## config.mk

```make
export PLATFORM = sky130hd
export DESIGN_NAME = pressure_pump_controller_with_alarm
export DESIGN_NICKNAME = d
export VERILOG_FILES = /design/src/rtl/core/ppc_pkg.sv /design/src/rtl/core/pressure_pump_controller_with_alarm.sv
export SDC_FILE = /design/constraint.sdc
export NUM_CORES = 1
export LEC_CHECK = 0
export ABC_AREA = 1
export ABC_CLOCK_PERIOD_IN_PS = 10250
export BUFFER_PORTS_ARGS = -buffer_cell sky130_fd_sc_hd__buf_2
export CAP_MARGIN = 20
export CELL_PAD_IN_SITES_DETAIL_PLACEMENT = 0
export CELL_PAD_IN_SITES_GLOBAL_PLACEMENT = 2
export CORE_MARGIN = 2
export CORE_UTILIZATION = 36
export CTS_BUF_LIST = sky130_fd_sc_hd__clkbuf_8
export DETAILED_ROUTE_END_ITERATION = 12
export PLACE_DENSITY = 0.82
export SETUP_SLACK_MARGIN = 0.15
export SYNTH_ARGS = -nofsm -noshare
export SYNTH_HDL_FRONTEND = slang
export SYNTH_SLANG_ARGS = --single-unit
```

## constraint.sdc

```tcl
create_clock -name clk -period 10.25 [get_ports clk]
set_input_delay 2.05 -clock clk [delete_from_list [all_inputs] [get_ports clk]]
set_output_delay 2.05 -clock clk [all_outputs]
set_load 0.01 [all_outputs]
```

## src/rtl/core/ppc_pkg.sv

```systemverilog
// Shared types and constants for the pressure pump controller.
// No dependencies; used by the controller top level and its checker.
`default_nettype none

package ppc_pkg;

  // Register map: register i sits at byte address 4*i.
  localparam int unsigned AddrW = 5;
  localparam int unsigned DataW = 32;

  typedef enum logic [2:0] {
    REG_SETPOINT_ONE    = 3'd0,
    REG_SETPOINT_TWO    = 3'd1,
    REG_SETPOINT_THREE  = 3'd2,
    REG_PRESSURE_MIN    = 3'd3,
    REG_PRESSURE_MAX    = 3'd4,
    REG_TOGGLE_INTERVAL = 3'd5,
    REG_KP_Q16          = 3'd6,
    REG_NONE            = 3'd7
  } reg_idx_t;

  typedef enum logic [1:0] {
    MODE_START = 2'd0,
    MODE_RUN   = 2'd1,
    MODE_ALARM = 2'd2
  } mode_t;

  localparam logic [11:0] SetpointOneRst   = 12'd800;
  localparam logic [11:0] SetpointTwoRst   = 12'd1100;
  localparam logic [11:0] SetpointThreeRst = 12'd1400;
  localparam logic [11:0] PressureMinRst   = 12'd300;
  localparam logic [11:0] PressureMaxRst   = 12'd2000;
  localparam logic [13:0] ToggleRst        = 14'd10000;
  localparam logic [15:0] KpRst            = 16'd13108;

  localparam logic [13:0] PreloadGap = 14'd500;
  localparam logic [13:0] TicksMax   = 14'd16383;
  localparam logic [11:0] DutyMin    = 12'd21;
  localparam logic [11:0] DutyFull   = 12'd100;
  localparam logic [5:0]  BuzzOnDuty = 6'd50;

  // Output tdata bit positions, highest field first.
  localparam int unsigned OutRedBit   = 15;
  localparam int unsigned OutGreenBit = 14;

endpackage

`default_nettype wire

```

## src/rtl/core/pressure_pump_controller_with_alarm.sv

```systemverilog
// Pressure pump controller with alarm buzzer: top level.
// Depends on ppc_pkg for register codes, mode type and constants.
`default_nettype none

// How to use this block:
// Each transaction on the in_ stream carries one sample: a 12-bit pressure
// reading, the tank level bit, three knob pins and a 100 us tick flag. Each
// accepted sample produces exactly one transaction on the out_ stream with
// the motor duty, buzzer duty, relay and LED bits and the selected set point.
// A sample enters an input register, then the controller logic (limit
// compares, knob priority, one 12x16 multiply and the alarm counter) runs
// combinationally into the output register. The block takes one sample
// every cycle while the receiver does not stall; the mode and buzzer
// counter update as each sample moves into the output register.
// When the receiver stalls, the output register holds its transaction, the
// input register fills, and in_tready drops until out_tready returns; no
// sample is lost or repeated.
// The APB port writes the seven configuration registers at byte addresses
// 0x00 to 0x18 and reads them back; writes are meant for idle periods only.
// Reset (synchronous, rst_n low) empties both registers, restores the
// register defaults and returns the controller to its start mode with the
// buzzer off and the alarm counter at zero.
module pressure_pump_controller_with_alarm (
  input  wire logic                      clk,
  input  wire logic                      rst_n,
  // in_tdata: pressure[11:0], level_ok[12], knob[15:13], tick[16], zero pad
  input  wire logic                      in_tvalid,
  output logic                           in_tready,
  input  wire logic [23:0]               in_tdata,
  // out_tdata: motor_duty[6:0], buzzer_duty[12:7], relay_on[13],
  // green_led[14], red_led[15], set_point[27:16], zero pad
  output logic                           out_tvalid,
  input  wire logic                      out_tready,
  output logic [31:0]                    out_tdata,
  input  wire logic                      cfg_psel,
  input  wire logic                      cfg_penable,
  input  wire logic                      cfg_pwrite,
  input  wire logic [ppc_pkg::AddrW-1:0] cfg_paddr,
  input  wire logic [ppc_pkg::DataW-1:0] cfg_pwdata,
  output logic [ppc_pkg::DataW-1:0]      cfg_prdata,
  output logic                           cfg_pready
);

  // Configuration registers.
  logic [11:0] sp_one_r, sp_two_r, sp_three_r, p_min_r, p_max_r;
  logic [13:0] toggle_r;
  logic [15:0] kp_r;

  ppc_pkg::reg_idx_t cfg_idx;
  logic              cfg_wr;

  assign cfg_pready = 1'b1;
  assign cfg_idx    = ppc_pkg::reg_idx_t'(cfg_paddr[4:2]);
  assign cfg_wr     = cfg_psel && cfg_penable && cfg_pwrite && cfg_pready;

  always_ff @(posedge clk) begin
    if (!rst_n) begin
      sp_one_r   <= ppc_pkg::SetpointOneRst;
      sp_two_r   <= ppc_pkg::SetpointTwoRst;
      sp_three_r <= ppc_pkg::SetpointThreeRst;
      p_min_r    <= ppc_pkg::PressureMinRst;
      p_max_r    <= ppc_pkg::PressureMaxRst;
      toggle_r   <= ppc_pkg::ToggleRst;
      kp_r       <= ppc_pkg::KpRst;
    end else if (cfg_wr) begin
      case (cfg_idx)
        ppc_pkg::REG_SETPOINT_ONE:    sp_one_r   <= cfg_pwdata[11:0];
        ppc_pkg::REG_SETPOINT_TWO:    sp_two_r   <= cfg_pwdata[11:0];
        ppc_pkg::REG_SETPOINT_THREE:  sp_three_r <= cfg_pwdata[11:0];
        ppc_pkg::REG_PRESSURE_MIN:    p_min_r    <= cfg_pwdata[11:0];
        ppc_pkg::REG_PRESSURE_MAX:    p_max_r    <= cfg_pwdata[11:0];
        ppc_pkg::REG_TOGGLE_INTERVAL: toggle_r   <= cfg_pwdata[13:0];
        ppc_pkg::REG_KP_Q16:          kp_r       <= cfg_pwdata[15:0];
        default: ;
      endcase
    end
  end

  always_comb begin
    case (cfg_idx)
      ppc_pkg::REG_SETPOINT_ONE:    cfg_prdata = {20'd0, sp_one_r};
      ppc_pkg::REG_SETPOINT_TWO:    cfg_prdata = {20'd0, sp_two_r};
      ppc_pkg::REG_SETPOINT_THREE:  cfg_prdata = {20'd0, sp_three_r};
      ppc_pkg::REG_PRESSURE_MIN:    cfg_prdata = {20'd0, p_min_r};
      ppc_pkg::REG_PRESSURE_MAX:    cfg_prdata = {20'd0, p_max_r};
      ppc_pkg::REG_TOGGLE_INTERVAL: cfg_prdata = {18'd0, toggle_r};
      ppc_pkg::REG_KP_Q16:          cfg_prdata = {16'd0, kp_r};
      default:                      cfg_prdata = '0;
    endcase
  end

  // Input register stage.
  logic        s1_valid_r;
  logic [11:0] s1_press_r;
  logic        s1_level_r;
  logic [2:0]  s1_knob_r;
  logic        s1_tick_r;
  logic        advance;
  logic        in_acc;

  assign advance   = s1_valid_r && (!out_tvalid || out_tready);
  assign in_tready = !s1_valid_r || advance;
  assign in_acc    = in_tvalid && in_tready;

  always_ff @(posedge clk) begin
    if (!rst_n) begin
      s1_valid_r <= 1'b0;
    end else if (in_acc) begin
      s1_valid_r <= 1'b1;
    end else if (advance) begin
      s1_valid_r <= 1'b0;
    end
  end

  always_ff @(posedge clk) begin
    if (in_acc) begin
      s1_press_r <= in_tdata[11:0];
      s1_level_r <= in_tdata[12];
      s1_knob_r  <= in_tdata[15:13];
      s1_tick_r  <= in_tdata[16];
    end
  end

  // Controller state.
  ppc_pkg::mode_t mode_r, mode_nxt;
  logic [13:0]    ticks_r, ticks_nxt;
  logic           buzz_r, buzz_nxt;

  logic good;
  assign good = s1_level_r && (s1_press_r >= p_min_r) && (s1_press_r <= p_max_r);

  // Next mode: a good sample runs, a bad one alarms.
  always_comb begin
    case (mode_r)
      ppc_pkg::MODE_START,
      ppc_pkg::MODE_RUN,
      ppc_pkg::MODE_ALARM: mode_nxt = good ? ppc_pkg::MODE_RUN : ppc_pkg::MODE_ALARM;
      default:             mode_nxt = good ? ppc_pkg::MODE_RUN : ppc_pkg::MODE_ALARM;
    endcase
  end

  // Datapath and buzzer counter for the sample in the input register.
  logic [11:0] target;
  logic [11:0] err;
  logic [27:0] prod;
  logic [11:0] d_raw;
  logic [6:0]  duty;
  logic [13:0] base_ticks, inc_ticks;
  logic        base_buzz;
  logic [6:0]  motor_nxt;
  logic [5:0]  buzz_duty_nxt;
  logic [11:0] sp_nxt;

  always_comb begin
    if (s1_knob_r[0]) begin
      target = sp_one_r;
    end else if (s1_knob_r[1]) begin
      target = sp_two_r;
    end else if (s1_knob_r[2]) begin
      target = sp_three_r;
    end else begin
      target = 12'd0;
    end

    // Error is only used when positive; the subtraction cannot wrap then.
    err   = target - s1_press_r;
    prod  = {16'd0, err} * {12'd0, kp_r};
    d_raw = prod[27:16];
    if (target <= s1_press_r || d_raw < ppc_pkg::DutyMin) begin
      duty = 7'd0;
    end else if (d_raw >= ppc_pkg::DutyFull) begin
      duty = ppc_pkg::DutyFull[6:0];
    end else begin
      duty = d_raw[6:0];
    end

    // On entry to alarm the counter is preloaded so the first toggle comes
    // early, and the buzzer starts silent.
    if (mode_r != ppc_pkg::MODE_ALARM) begin
      base_ticks = (toggle_r >= ppc_pkg::PreloadGap) ? toggle_r - ppc_pkg::PreloadGap
                                                     : 14'd0;
      base_buzz  = 1'b0;
    end else begin
      base_ticks = ticks_r;
      base_buzz  = buzz_r;
    end
    inc_ticks = (s1_tick_r && base_ticks != ppc_pkg::TicksMax) ? base_ticks + 14'd1
                                                               : base_ticks;

    if (good) begin
      ticks_nxt     = ticks_r;
      buzz_nxt      = 1'b0;
      motor_nxt     = duty;
      buzz_duty_nxt = 6'd0;
      sp_nxt        = target;
    end else begin
      if (inc_ticks > toggle_r) begin
        ticks_nxt = 14'd0;
        buzz_nxt  = !base_buzz;
      end else begin
        ticks_nxt = inc_ticks;
        buzz_nxt  = base_buzz;
      end
      motor_nxt     = 7'd0;
      buzz_duty_nxt = buzz_nxt ? ppc_pkg::BuzzOnDuty : 6'd0;
      sp_nxt        = 12'd0;
    end
  end

  always_ff @(posedge clk) begin
    if (!rst_n) begin
      mode_r  <= ppc_pkg::MODE_START;
      ticks_r <= 14'd0;
      buzz_r  <= 1'b0;
    end else if (advance) begin
      mode_r  <= mode_nxt;
      ticks_r <= ticks_nxt;
      buzz_r  <= buzz_nxt;
    end
  end

  // Output register.
  always_ff @(posedge clk) begin
    if (!rst_n) begin
      out_tvalid <= 1'b0;
    end else if (advance) begin
      out_tvalid <= 1'b1;
    end else if (out_tready) begin
      out_tvalid <= 1'b0;
    end
  end

  always_ff @(posedge clk) begin
    if (advance) begin
      out_tdata <= {4'd0, sp_nxt, !good, good, good, buzz_duty_nxt, motor_nxt};
    end
  end

endmodule

`default_nettype wire

```

Word-level counts from Yosys, hierarchy flattened
Cells that the tools add are included.
- bits of input ports: 68
- output and inout bits: 67
- word-level logic and storage cells: 87
- bits in latches: 0
- memories kept: 0
- register bits after elaboration: 154
- ROM bits: 0
- bits in writable memories: 0
- shifts and indexed selects: 0
- multiplexer cells: 19
- $mul: 1
- add/sub/neg operators: 3
- magnitude comparators: 7
- reduce and logical (&&, ||, !) cells: 27
- bitwise gates (word level): 1
- divide/modulo/power cells: 0
- equality and inequality tests: 8
- operator list (kind ; number):
    case mux 16 bit (7 select lines) ; 1
    2-to-1 mux 14 bit ; 4
    2-to-1 mux 12 bit ; 3
    multiplier 12 x 16 -> 28 bit ; 1
    less-or-equal comparator 12 bit ; 2
    AND reduction 2 bit ; 8
    adder 14 x 1 -> 14 bit (second input constant) ; 1
    >= comparator 14 x 9 -> 1 bit (second input constant) ; 1
    > comparator 14 bit ; 1
    != test 14 bit (second input constant) ; 1
    subtractor 14 x 9 -> 14 bit (second input constant) ; 1
    >= comparator 12 bit ; 1
    >= comparator 12 x 7 -> 1 bit (second input constant) ; 1
    < comparator 12 x 5 -> 1 bit (second input constant) ; 1
    subtractor 12 bit ; 1
    equality test 3 bit (second input constant) ; 3
    2-to-1 mux 1 bit ; 8
    logical AND 1 bit ; 7
    2-to-1 mux 7 bit ; 1
    equality test 3 x 2 -> 1 bit (second input constant) ; 2
    2-to-1 mux 6 bit ; 1
    logical NOT 1 bit ; 4
    nonzero test 2 bit ; 2
    equality test 3 x 1 -> 1 bit (second input constant) ; 1
    7 further kinds ; 9

Logic depth before layout (Yosys ltp)
Gate-level depths: netlist of the first run.
- depth in word-level cells: 10
- mapped depth: 44
- gate-level depth less buffers: 44

Worst setup path before layout of the first run
Ideal clock, no wire load.
- kind: register to register
- start: register s1_knob_r[1]
- end: register out_tdata[0], data pin
- stages on the path, launching flop included: 38
- arrival time: 7.065 ns
- path slack: 3.044 ns
- buffers on the path: 2
- required time: 10.109 ns
- cell sequence: edfxtp_1 > inv_1 > clkbuf_1 > nand3_1 > nand2_1 > o21ai_0 > ha_1 > fa_1 > o21ai_1 > a21oi_1 > o21ai_1 > xor2_1 > inv_1 > clkbuf_1 > nor2_1 > fa_1 > fa_1 > fa_1 > [2 not listed] > fa_1 > inv_1 > ha_1 > nand2_1 > inv_1 > nand2_1 > nand2_1 > nand2_1 > nand2_1 > a21oi_1 > nand2_1 > nand2_1 > nand2_1 > nor2_1 > nand4_1 > nor2_1 > nand3_1 > nor2_1
- cells in the longest elaborated chain, start to end: 7
- elaborated cells between the ends (all ways): 9
- ends and longest elaborated chain (item ; RTL line ; text):
    start: declaration ; pressure_pump_controller_with_alarm.sv:96 ; logic [2:0] s1_knob_r;
    start signal: assignment ; pressure_pump_controller_with_alarm.sv:119 ; s1_knob_r <= in_tdata[15:13];
    2-to-1 mux 12 bit (*) ; pressure_pump_controller_with_alarm.sv:157 ; end else if (s1_knob_r[1]) begin
    2-to-1 mux 12 bit (*) ; pressure_pump_controller_with_alarm.sv:155 ; if (s1_knob_r[0]) begin
    subtractor 12 bit ; pressure_pump_controller_with_alarm.sv:166 ; err = target - s1_press_r;
    multiplier 12 x 16 -> 28 bit ; pressure_pump_controller_with_alarm.sv:167 ; prod = {16'd0, err} * {12'd0, kp_r};
    < comparator 12 x 5 -> 1 bit ; pressure_pump_controller_with_alarm.sv:169 ; if (target <= s1_press_r || d_raw < ppc_pkg::DutyMin) begin
    logical OR 1 bit ; pressure_pump_controller_with_alarm.sv:169 ;
    OR reduction 3 bit (no source line) ; n/a ;
    end signal: assignment ; pressure_pump_controller_with_alarm.sv:235 ; out_tdata <= {4'd0, sp_nxt, !good, good, good, buzz_duty_nxt, motor_nxt};
    end: declaration ; pressure_pump_controller_with_alarm.sv:34 ; output logic [31:0] out_tdata,
Mark *: on every way between the ends. The rest lies on a longest branch, timed or not.
A chain may end at the register's enable or synchronous reset.

Worst setup path in the final report of the first run
- start: register s1_knob_r[0]
- end: register out_tdata[1], data pin
- cells in the longest elaborated chain, start to end: 6
- elaborated cells between the ends (all ways): 8
- ends and longest elaborated chain (item ; RTL line):
    2-to-1 mux 12 bit (*) ; pressure_pump_controller_with_alarm.sv:155
    subtractor 12 bit ; pressure_pump_controller_with_alarm.sv:166
    multiplier 12 x 16 -> 28 bit ; pressure_pump_controller_with_alarm.sv:167
    < comparator 12 x 5 -> 1 bit ; pressure_pump_controller_with_alarm.sv:169
    logical OR 1 bit ; pressure_pump_controller_with_alarm.sv:169
    OR reduction 3 bit (no source line) ; n/a
Marked as above.

==> summary.txt, run 1 <==
Detailed routing
  – 1st-pass router iterations: 7
  – Met3 wire length: 1850 µm
  – Routed met1 length: 21,900 µm
  – Vias per cell: 4.94
  – DRC viols: 0
  – Final wirelength: 46,900 µm
  – DR WL/cell: 17.7 µm
  – Highest routed layer: met4
  – Via count: 13,100
  – Post-route ant nets: 0
  – DR WL met2: 22,200 µm
  – DRT iter0 DRCs: 819

Clocking
  – CTS root buffer: clkbuf_8
  – H-tree Lvls: 4
  – Resized Gates After CTS: 0
  – Clk slew on worst S/H paths: 0.10 ns
  – Post-CTS Setup Inserts: 0
  – CTS Buf Count: 17
  – Sink Count: 148
  – TritonCTS clock tree: built
  – Worst-skew pair later-pin latency: 0.49 ns
  – Maximum buffer depth of the clock tree: 2
  – Hold buffers post-CTS: 0

Synth
  – Seq cells post-synth: 148
  – Number of synthesized flops with an enable pin: 39
  – Largest cells by area after synthesis: fa_1 19%, dfxtp_1 15%, nand2_1 12%
  – Syn Inst Count: 2,049
  – Post-Syn Area: 15,000 µm²
  – Post-synthesis sequential area ratio: 0.223
  – Primary FF master, synth: dfxtp_1
  – Top cell type's share of synthesized area: 0.186
  – Post-synth top area cell: fa_1
  – Async SR Flop Fraction: 0
  – Synth cell types: 51
  – Synthesized area per cell: 7.34 µm²
  – YS warnings: 0

Die
  – # rows: 74
  – Chip width: 208 µm
  – Starting Density: 0.367
  – Io pins: 135
  – Core Region: 41,000 µm²
  – Chip Height: 208 µm
  – Die Area: 43,400 µm²

Place
  – Final HPWL DP: 38,300 µm
  – Routability cong.: 0.910
  – Port bufs: 85

Timing
  – Crit path time final: 8.92 ns
  – Max_slew headroom: 0.327
  – Clock Skew: 0.0135 ns
  – Endpoints failing setup: 0
  – Achievable Freq: 112 MHz
  – Worst slew pin tran: 1.01 ns
  – Fin. Hold Viols: 0
  – Max Slew Vio Count: 0
  – RSZ-0062 raised after global routing: false
  – Final period util: 0.871
  – Setup TNS: 0 ns
  – Hold slack: 0.457 ns

GRT
  – Antenna violations before repair: 1
  – GRT Overall Usage: 0.223
  – First-pass GRT wire length: 74,400 µm
  – Vias in the first global route: 13,100
  – Largest net degree at the start of global routing: 56
  – Grt total ovfl: 0

Worst hold path
  – Hold depth: 2
  – Worst min path class: register to register

Finish
  – Most common cell after layout, fill and taps aside: nand2_1
  – Area Overhead vs Synth: 8.27%
  – Fillers: 4,390
  – Most frequent cells in the layout: 476 x nand2_1, 380 x inv_1, 187 x nor2_1
  – Inserted Diodes: 0
  – NumNets Final: 2,422
  – Share of cells above drive strength 1: 0.0904

Worst setup path
  – Crit Path Category: register to register
  – Critical Path Source Type: register
  – R2R cell count: 35
  – Worst Setup End Kind: register
  – Crit path DAT: 9.27 ns
  – Most common cell on crit path: inv_1
  – CP required: 10.59 ns
  – Critical path peak fanout: 14
  – Slowest stage cell on the critical path: o21ai_0
  – Largest stage delay, worst path: 0.80 ns

Power
  – PD cells: 353 nW/µm²
  – Leakage power: 8.24 nW
  – VDD IR max: 0.308 mV

Flow run
  – Number of max-cap violations: 0

Run status
  – Outcome: finished, final reports clean
worst max-delay path: cells and delay by family (launching register included):
kind                     cells  cell delay, ns
AO/OA/AOI/OAI                6            1.76
flip-flops                   1            0.69
adder cells (fa/ha/maj)      7            3.45
AND/OR/NAND/NOR             14            1.79
buffers and inverters        8            1.07
synth_stat cells (17+ instances only):
| library cell | n |
|---|---|
| clkbuf_1 | 43 |
| o22ai_1 | 23 |
| o21ai_0 | 102 |
| nand3_1 | 66 |
| dfxtp_1 | 109 |
| nand2_1 | 476 |
| a21oi_1 | 140 |
| inv_1 | 380 |
| nand4_1 | 17 |
| nor2_1 | 187 |
| ha_1 | 115 |
| buf_4 | 29 |
| fa_1 | 140 |
| edfxtp_1 | 39 |
| o211ai_1 | 27 |
final timing paths:
kind / from / endpoint / slack (ns)
worst max-delay path: s1_knob_r[0] / out_tdata[1] / 1.33
worst min-delay path: ticks_r[2] / ticks_r[2] / 0.46
worst max register to register: s1_knob_r[0] / out_tdata[1] / 1.33
worst min register to register: ticks_r[2] / ticks_r[2] / 0.46
report_power, final:
group	total, mW	switching [mW]	internal (mW)
clock network	0.526	0.273	0.253
registers	0.634	0.0144	0.620
logic	4.59	3.00	1.59
total	5.75	3.29	2.46
metal layers:
layer	vias to the layer above	GRT usage
met3	49	0.0232
li1	6482	-
met2	267	0.379
met1	6264	0.303
met4	0	0.0573
met5	-	0
cell type report:
type	instances	area (µm²)	area share
multi-input combinational	1445	9840	0.604
sequential	148	3350	0.206
inverter	394	1480	0.0909
tap	532	666	0.0409
timing repair buffer	93	498	0.0306
clock buffer	17	234	0.0144
clock inverter	15	219	0.0134
through the flow:
| stage | util | setup slack, ns | area, µm² | std cells | total power [mW] |
|---|---|---|---|---|---|
| after global routing | 0.397 | 0.620 | 16300 | 2644 | 6.64 |
| final | 0.397 | 1.33 | 16300 | 2644 | 5.75 |
| after CTS | 0.397 | 1.45 | 16300 | 2642 | 5.83 |
| after detailed placement | 0.386 | 1.48 | 15800 | 2610 | 5.27 |
| after global placement | 0.385 | 1.57 | 15800 | 2609 | 5.28 |
| after floorplan | - | 3.04 | 15100 | 2071 | 4.08 |
logic make-up after synthesis:
| group | after synthesis | synth area share |
|---|---|---|
| and+or+nand+nor | 823 | 0.234 |
| buffers and inverters | 478 | 0.129 |
| AOI/OAI and AO/OA | 324 | 0.121 |
| adders and majority gates | 255 | 0.282 |
| DFF | 148 | 0.223 |
| xor gates and xnor gates | 19 | 0.0111 |
| other | 2 | 0.000499 |
state kept, by name (all words and copies together) (netlist names), 14 cells and up:
name	cells
toggle_r	14
kp_r	16
out_tdata	22
ticks_r	14
Power figures use the tool's default switching activity.
==> run 2, diff against run 1 <==
CTS_BUF_LIST = default   (was sky130_fd_sc_hd__clkbuf_8)
==> summary.txt, run 2 (synthesis results as in run 1) <==
Worst setup path
  – Critical Path Source Type: register
  – R2R cell count: 35
  – Most common cell on crit path: inv_1
  – Worst Setup End Kind: register
  – Critical path peak fanout: 14
  – Slowest stage cell on the critical path: o21ai_0
  – Largest stage delay, worst path: 0.82 ns
  – Crit Path Category: register to register
  – CP required: 10.55 ns
  – Crit path DAT: 9.27 ns

Clocking
  – Worst-skew pair later-pin latency: 0.45 ns
  – Resized Gates After CTS: 0
  – Maximum buffer depth of the clock tree: 2
  – Hold buffers post-CTS: 0
  – CTS root buffer: clkbuf_16
  – H-tree Lvls: 4
  – Post-CTS Setup Inserts: 0
  – TritonCTS clock tree: built
  – Sink Count: 148
  – Clk slew on worst S/H paths: 0.07 ns
  – CTS Buf Count: 17

Die
  – Die Area: 43,400 µm²
  – Io pins: 135
  – Starting Density: 0.367
  – Core Region: 41,000 µm²
  – Chip Height: 208 µm
  – # rows: 74
  – Chip width: 208 µm

Worst hold path
  – Worst min path class: register to register
  – Hold depth: 2

Finish
  – Area Overhead vs Synth: 9.54%
  – NumNets Final: 2,422
  – Most common cell after layout, fill and taps aside: nand2_1
  – Inserted Diodes: 0
  – Largest register FFs: 22
  – Multi-input gate area: 9840 µm²
  – Largest registers: out_tdata: 22 flops, kp_r: 16 flops
  – Largest Register: out_tdata
  – Most frequent cells in the layout: 476 x nand2_1, 380 x inv_1, 187 x nor2_1
  – Sequential Area: 3350 µm²
  – Share of cells above drive strength 1: 0.0904
  – Fillers: 4,372

Timing
  – Fin. Hold Viols: 0
  – Setup TNS: 0 ns
  – Worst setup margin: 1.29 ns
  – Max Slew Vio Count: 0
  – RSZ-0062 raised after global routing: false
  – Endpoints failing setup: 0
  – Clock Skew: 0.0155 ns
  – Crit path time final: 8.96 ns
  – Worst slew pin tran: 1.02 ns
  – Max_slew headroom: 0.322
  – Final period util: 0.875
  – Achievable Freq: 112 MHz

GRT
  – Grt total ovfl: 0
  – Vias in the first global route: 13,100
  – First-pass GRT wire length: 74,600 µm
  – Largest net degree at the start of global routing: 56
  – GRT Overall Usage: 0.224
  – Antenna violations before repair: 1

Detailed routing
  – Post-route ant nets: 0
  – 1st-pass router iterations: 5
  – Final wirelength: 47,100 µm
  – DR WL/cell: 17.8 µm
  – DRC viols: 0
  – DRT iter0 DRCs: 851
  – Vias per cell: 4.95
  – Via count: 13,100

Place
  – Final HPWL DP: 38,300 µm
  – Pre-CTS WS: 1.48 ns
  – Routability cong.: 0.910
  – Port bufs: 85

Power
  – VDD IR max: 0.307 mV
  – Leakage power: 8.33 nW
  – PD cells: 359 nW/µm²

Flow run
  – Number of max-cap violations: 0

Run status
  – Outcome: finished, final reports clean
## run 2: metrics by stage
step | power [mW] | instance area [µm²] | hold WS (ns) | utilization | std cells
floorplan | 4.08 | 15100 | 0.426 | - | 2071
global placement | 5.28 | 15800 | 0.437 | 0.385 | 2609
detailed placement | 5.27 | 15800 | 0.439 | 0.386 | 2610
CTS | 6.00 | 16500 | 0.457 | 0.401 | 2642
global route | 6.80 | 16500 | 0.470 | 0.402 | 2644
finish | 5.92 | 16500 | 0.453 | 0.402 | 2644
## run 2: worst paths after layout
check                      end  slack (ns)          from
setup / recovery  out_tdata[1]        1.29  s1_knob_r[0]
hold / removal      ticks_r[2]        0.45    ticks_r[2]
setup reg to reg  out_tdata[1]        1.29  s1_knob_r[0]
hold reg to reg     ticks_r[2]        0.45    ticks_r[2]
## run 2: layout make-up
| cell class | instances | area share |
|---|---|---|
| Timing Repair Buffer | 93 | 0.0302 |
| Tap cell | 532 | 0.0404 |
| Multi-Input combinational cell | 1445 | 0.597 |
| Sequential cell | 148 | 0.203 |
| Clock buffer | 17 | 0.0258 |
| Inverter | 394 | 0.0899 |
| Clock inverter | 15 | 0.0133 |
## run 2: worst max-delay path, delay by kind of cell, from the launching register on
family / cells / cell delay, ns
adders and majority gates: 7 / 3.46
and+or+nand+nor: 14 / 1.80
AOI/OAI and AO/OA: 6 / 1.77
buffers and inverters: 8 / 1.09
DFF: 1 / 0.69
## run 2: layer usage
metal  up-vias  global-route usage  part of all wire  wire (µm)
li1       6486                   -                 -          -
met1      6260               0.303              0.47      22100
met2       303               0.378              0.47      22200
met3        40              0.0263             0.042       1990
met4         0              0.0583             0.018        855
met5         -                   0                 0          0
## run 2: power by group
group	switching, mW	internal, mW
logic	3.00	1.59
clock network	0.296	0.396
registers	0.0144	0.620
total	3.31	2.60
==> run 3, diff against run 2 <==
CORE_MARGIN = default   (was 2)
CORE_UTILIZATION = 35   (was 36)
PLACE_DENSITY = 0.8   (was 0.82)
==> summary.txt, run 3 (synthesis results as in run 1) <==
Power
  – VDD IR max: 0.289 mV
  – Gate power share: 0.784
  – Reg power frac: 0.107
  – Tot Pwr: 5.94 mW
  – Switch share: 0.568
  – Clk pwr share: 0.109
  – NetSw: 3.37 mW
  – Leakage power: 8.30 nW
  – PD cells: 361 nW/µm²
  – Internal power: 2.56 mW

Clocking
  – Worst-skew pair later-pin latency: 0.45 ns
  – Post-CTS Setup Inserts: 0
  – H-tree Lvls: 4
  – TritonCTS clock tree: built
  – Hold buffers post-CTS: 0
  – Clk slew on worst S/H paths: 0.07 ns
  – Maximum buffer depth of the clock tree: 2
  – CTS Buf Count: 17
  – CTS root buffer: clkbuf_16
  – Resized Gates After CTS: 0
  – Sink Count: 148

Timing
  – RSZ-0062 raised after global routing: false
  – Max_slew headroom: 0.327
  – Final period util: 0.889
  – Worst setup margin: 1.14 ns
  – Fin. Hold Viols: 0
  – Clock Skew: 0.0168 ns
  – Achievable Freq: 110 MHz
  – Setup TNS: 0 ns
  – Endpoints failing setup: 0
  – Max Slew Vio Count: 0
  – Hold slack: 0.454 ns
  – Crit path time final: 9.11 ns
  – Worst slew pin tran: 1.01 ns

Worst setup path
  – WP depth: 38
  – Critical path peak fanout: 14
  – Largest stage delay, worst path: 0.85 ns
  – CP required: 10.55 ns
  – Critical Path Source Type: register
  – R2R setup slack: 1.14 ns
  – Reg2reg start: s1_knob_r[0]
  – Crit Path Category: register to register
  – Family with the most delay on the worst path: adder cells
  – R2R cell count: 38
  – Worst r2r dst: out_tdata[0]
  – Crit path DAT: 9.41 ns
  – Slowest stage cell on the critical path: o21ai_0
  – WP buf/inv: 9
  – Worst Setup End Kind: register

Die
  – Chip width: 209 µm
  – Io pins: 135
  – Chip Height: 209 µm
  – # rows: 75
  – Starting Density: 0.357
  – Core Region: 42,100 µm²
  – Die Area: 43,800 µm²

Finish
  – Largest Register: out_tdata
  – Inserted Diodes: 0
  – Share of cells above drive strength 1: 0.0900
  – Area Overhead vs Synth: 9.19%
  – Most frequent cells in the layout: 476 x nand2_1, 380 x inv_1, 187 x nor2_1
  – Fillers: 4,477
  – Largest register FFs: 22
  – Most common cell after layout, fill and taps aside: nand2_1
  – Largest registers: out_tdata: 22 flops, kp_r: 16 flops
  – NumNets Final: 2,422

GRT
  – Antenna violations before repair: 0
  – Vias in the first global route: 13,300
  – Largest net degree at the start of global routing: 74
  – Grt total ovfl: 0
  – GRT Overall Usage: 0.226
  – First-pass GRT wire length: 75,100 µm

Run status
  – Outcome: finished, final reports clean

Detailed routing
  – Post-route ant nets: 0
  – DRC viols: 0
  – Vias per cell: 4.97
  – DRT iter0 DRCs: 817
  – DR WL/cell: 17.9 µm
  – Via count: 13,200
  – 1st-pass router iterations: 6
  – Final wirelength: 47,500 µm

Place
  – Routability cong.: 0.906
  – Pre-CTS WS: 1.34 ns
  – Port bufs: 85
  – Final HPWL DP: 38,200 µm

Worst hold path
  – Worst min path class: register to register
  – Worst hold start: ticks_r[3]
  – Hold Crit Endpoint: ticks_r[3]
  – Hold depth: 2

Flow run
  – Number of max-cap violations: 0
[run 3: cell count changes in the layout (fill, tap and decap cells not counted)]
| cell | delta |
|---|---|
| inv_8 | +1 |
| inv_6 | +1 |
| buf_6 | +1 |
| clkinv_8 | -1 |
| clkbuf_1 | +1 |
| bufinv_16 | -2 |
| buf_12 | -1 |
[run 3: layout make-up]
| class | instances | area [µm²] | area share |
|---|---|---|---|
| clock buffer | 18 | 429 | 0.0261 |
| clock inverter | 14 | 163 | 0.00990 |
| inverter | 394 | 1480 | 0.0902 |
| multi-input combinational | 1445 | 9840 | 0.599 |
| sequential | 148 | 3350 | 0.204 |
| tap | 539 | 674 | 0.0411 |
| timing repair buffer | 93 | 489 | 0.0298 |
[run 3: tightest hold or removal path, cell delays in order, from the launching register on]
cell and delay, ns:
dfxtp_1 0.31, nand2_1 0.06, nand2_1 0.04
[run 3: worst max-delay path by stage]
stage | from | end | slack [ns]
after global placement | s1_knob_r[0] | out_tdata[1] | 1.36
after CTS | s1_knob_r[0] | out_tdata[0] | 1.30
after floorplan | s1_knob_r[1] | out_tdata[0] | 3.04
after global routing | s1_knob_r[0] | out_tdata[0] | 0.61
after detailed placement | s1_knob_r[0] | out_tdata[0] | 1.34
final | s1_knob_r[0] | out_tdata[0] | 1.14
[run 3: power groups by stage]
stage | Sequential, mW | Combinational [mW] | Clock (mW)
finish | 0.635 | 4.66 | 0.645
global route | 0.637 | 5.45 | 0.680
CTS | 0.635 | 4.71 | 0.660
detailed placement | 0.648 | 4.68 | 0
global placement | 0.648 | 4.67 | 0
floorplan | 0.644 | 3.44 | 0
[run 3: through the flow]
stage                     instances  area, µm²  utilization
after global routing           2651      16400        0.390
final                          2651      16400        0.390
after detailed placement       2618      15800        0.376
after CTS                      2650      16400        0.390
after floorplan                2071      15100            -
after global placement         2618      15800        0.376
[run 3: per-layer routing]
| metal | global-route usage | routed length, µm | part of all wire | vias up |
|---|---|---|---|---|
| met5 | 0 | 0 | 0 | - |
| met4 | 0.0680 | 1070 | 0.023 | 0 |
| met3 | 0.0227 | 1450 | 0.030 | 50 |
| met2 | 0.379 | 22200 | 0.47 | 248 |
| met1 | 0.306 | 22700 | 0.48 | 6401 |
| li1 | - | - | - | 6487 |
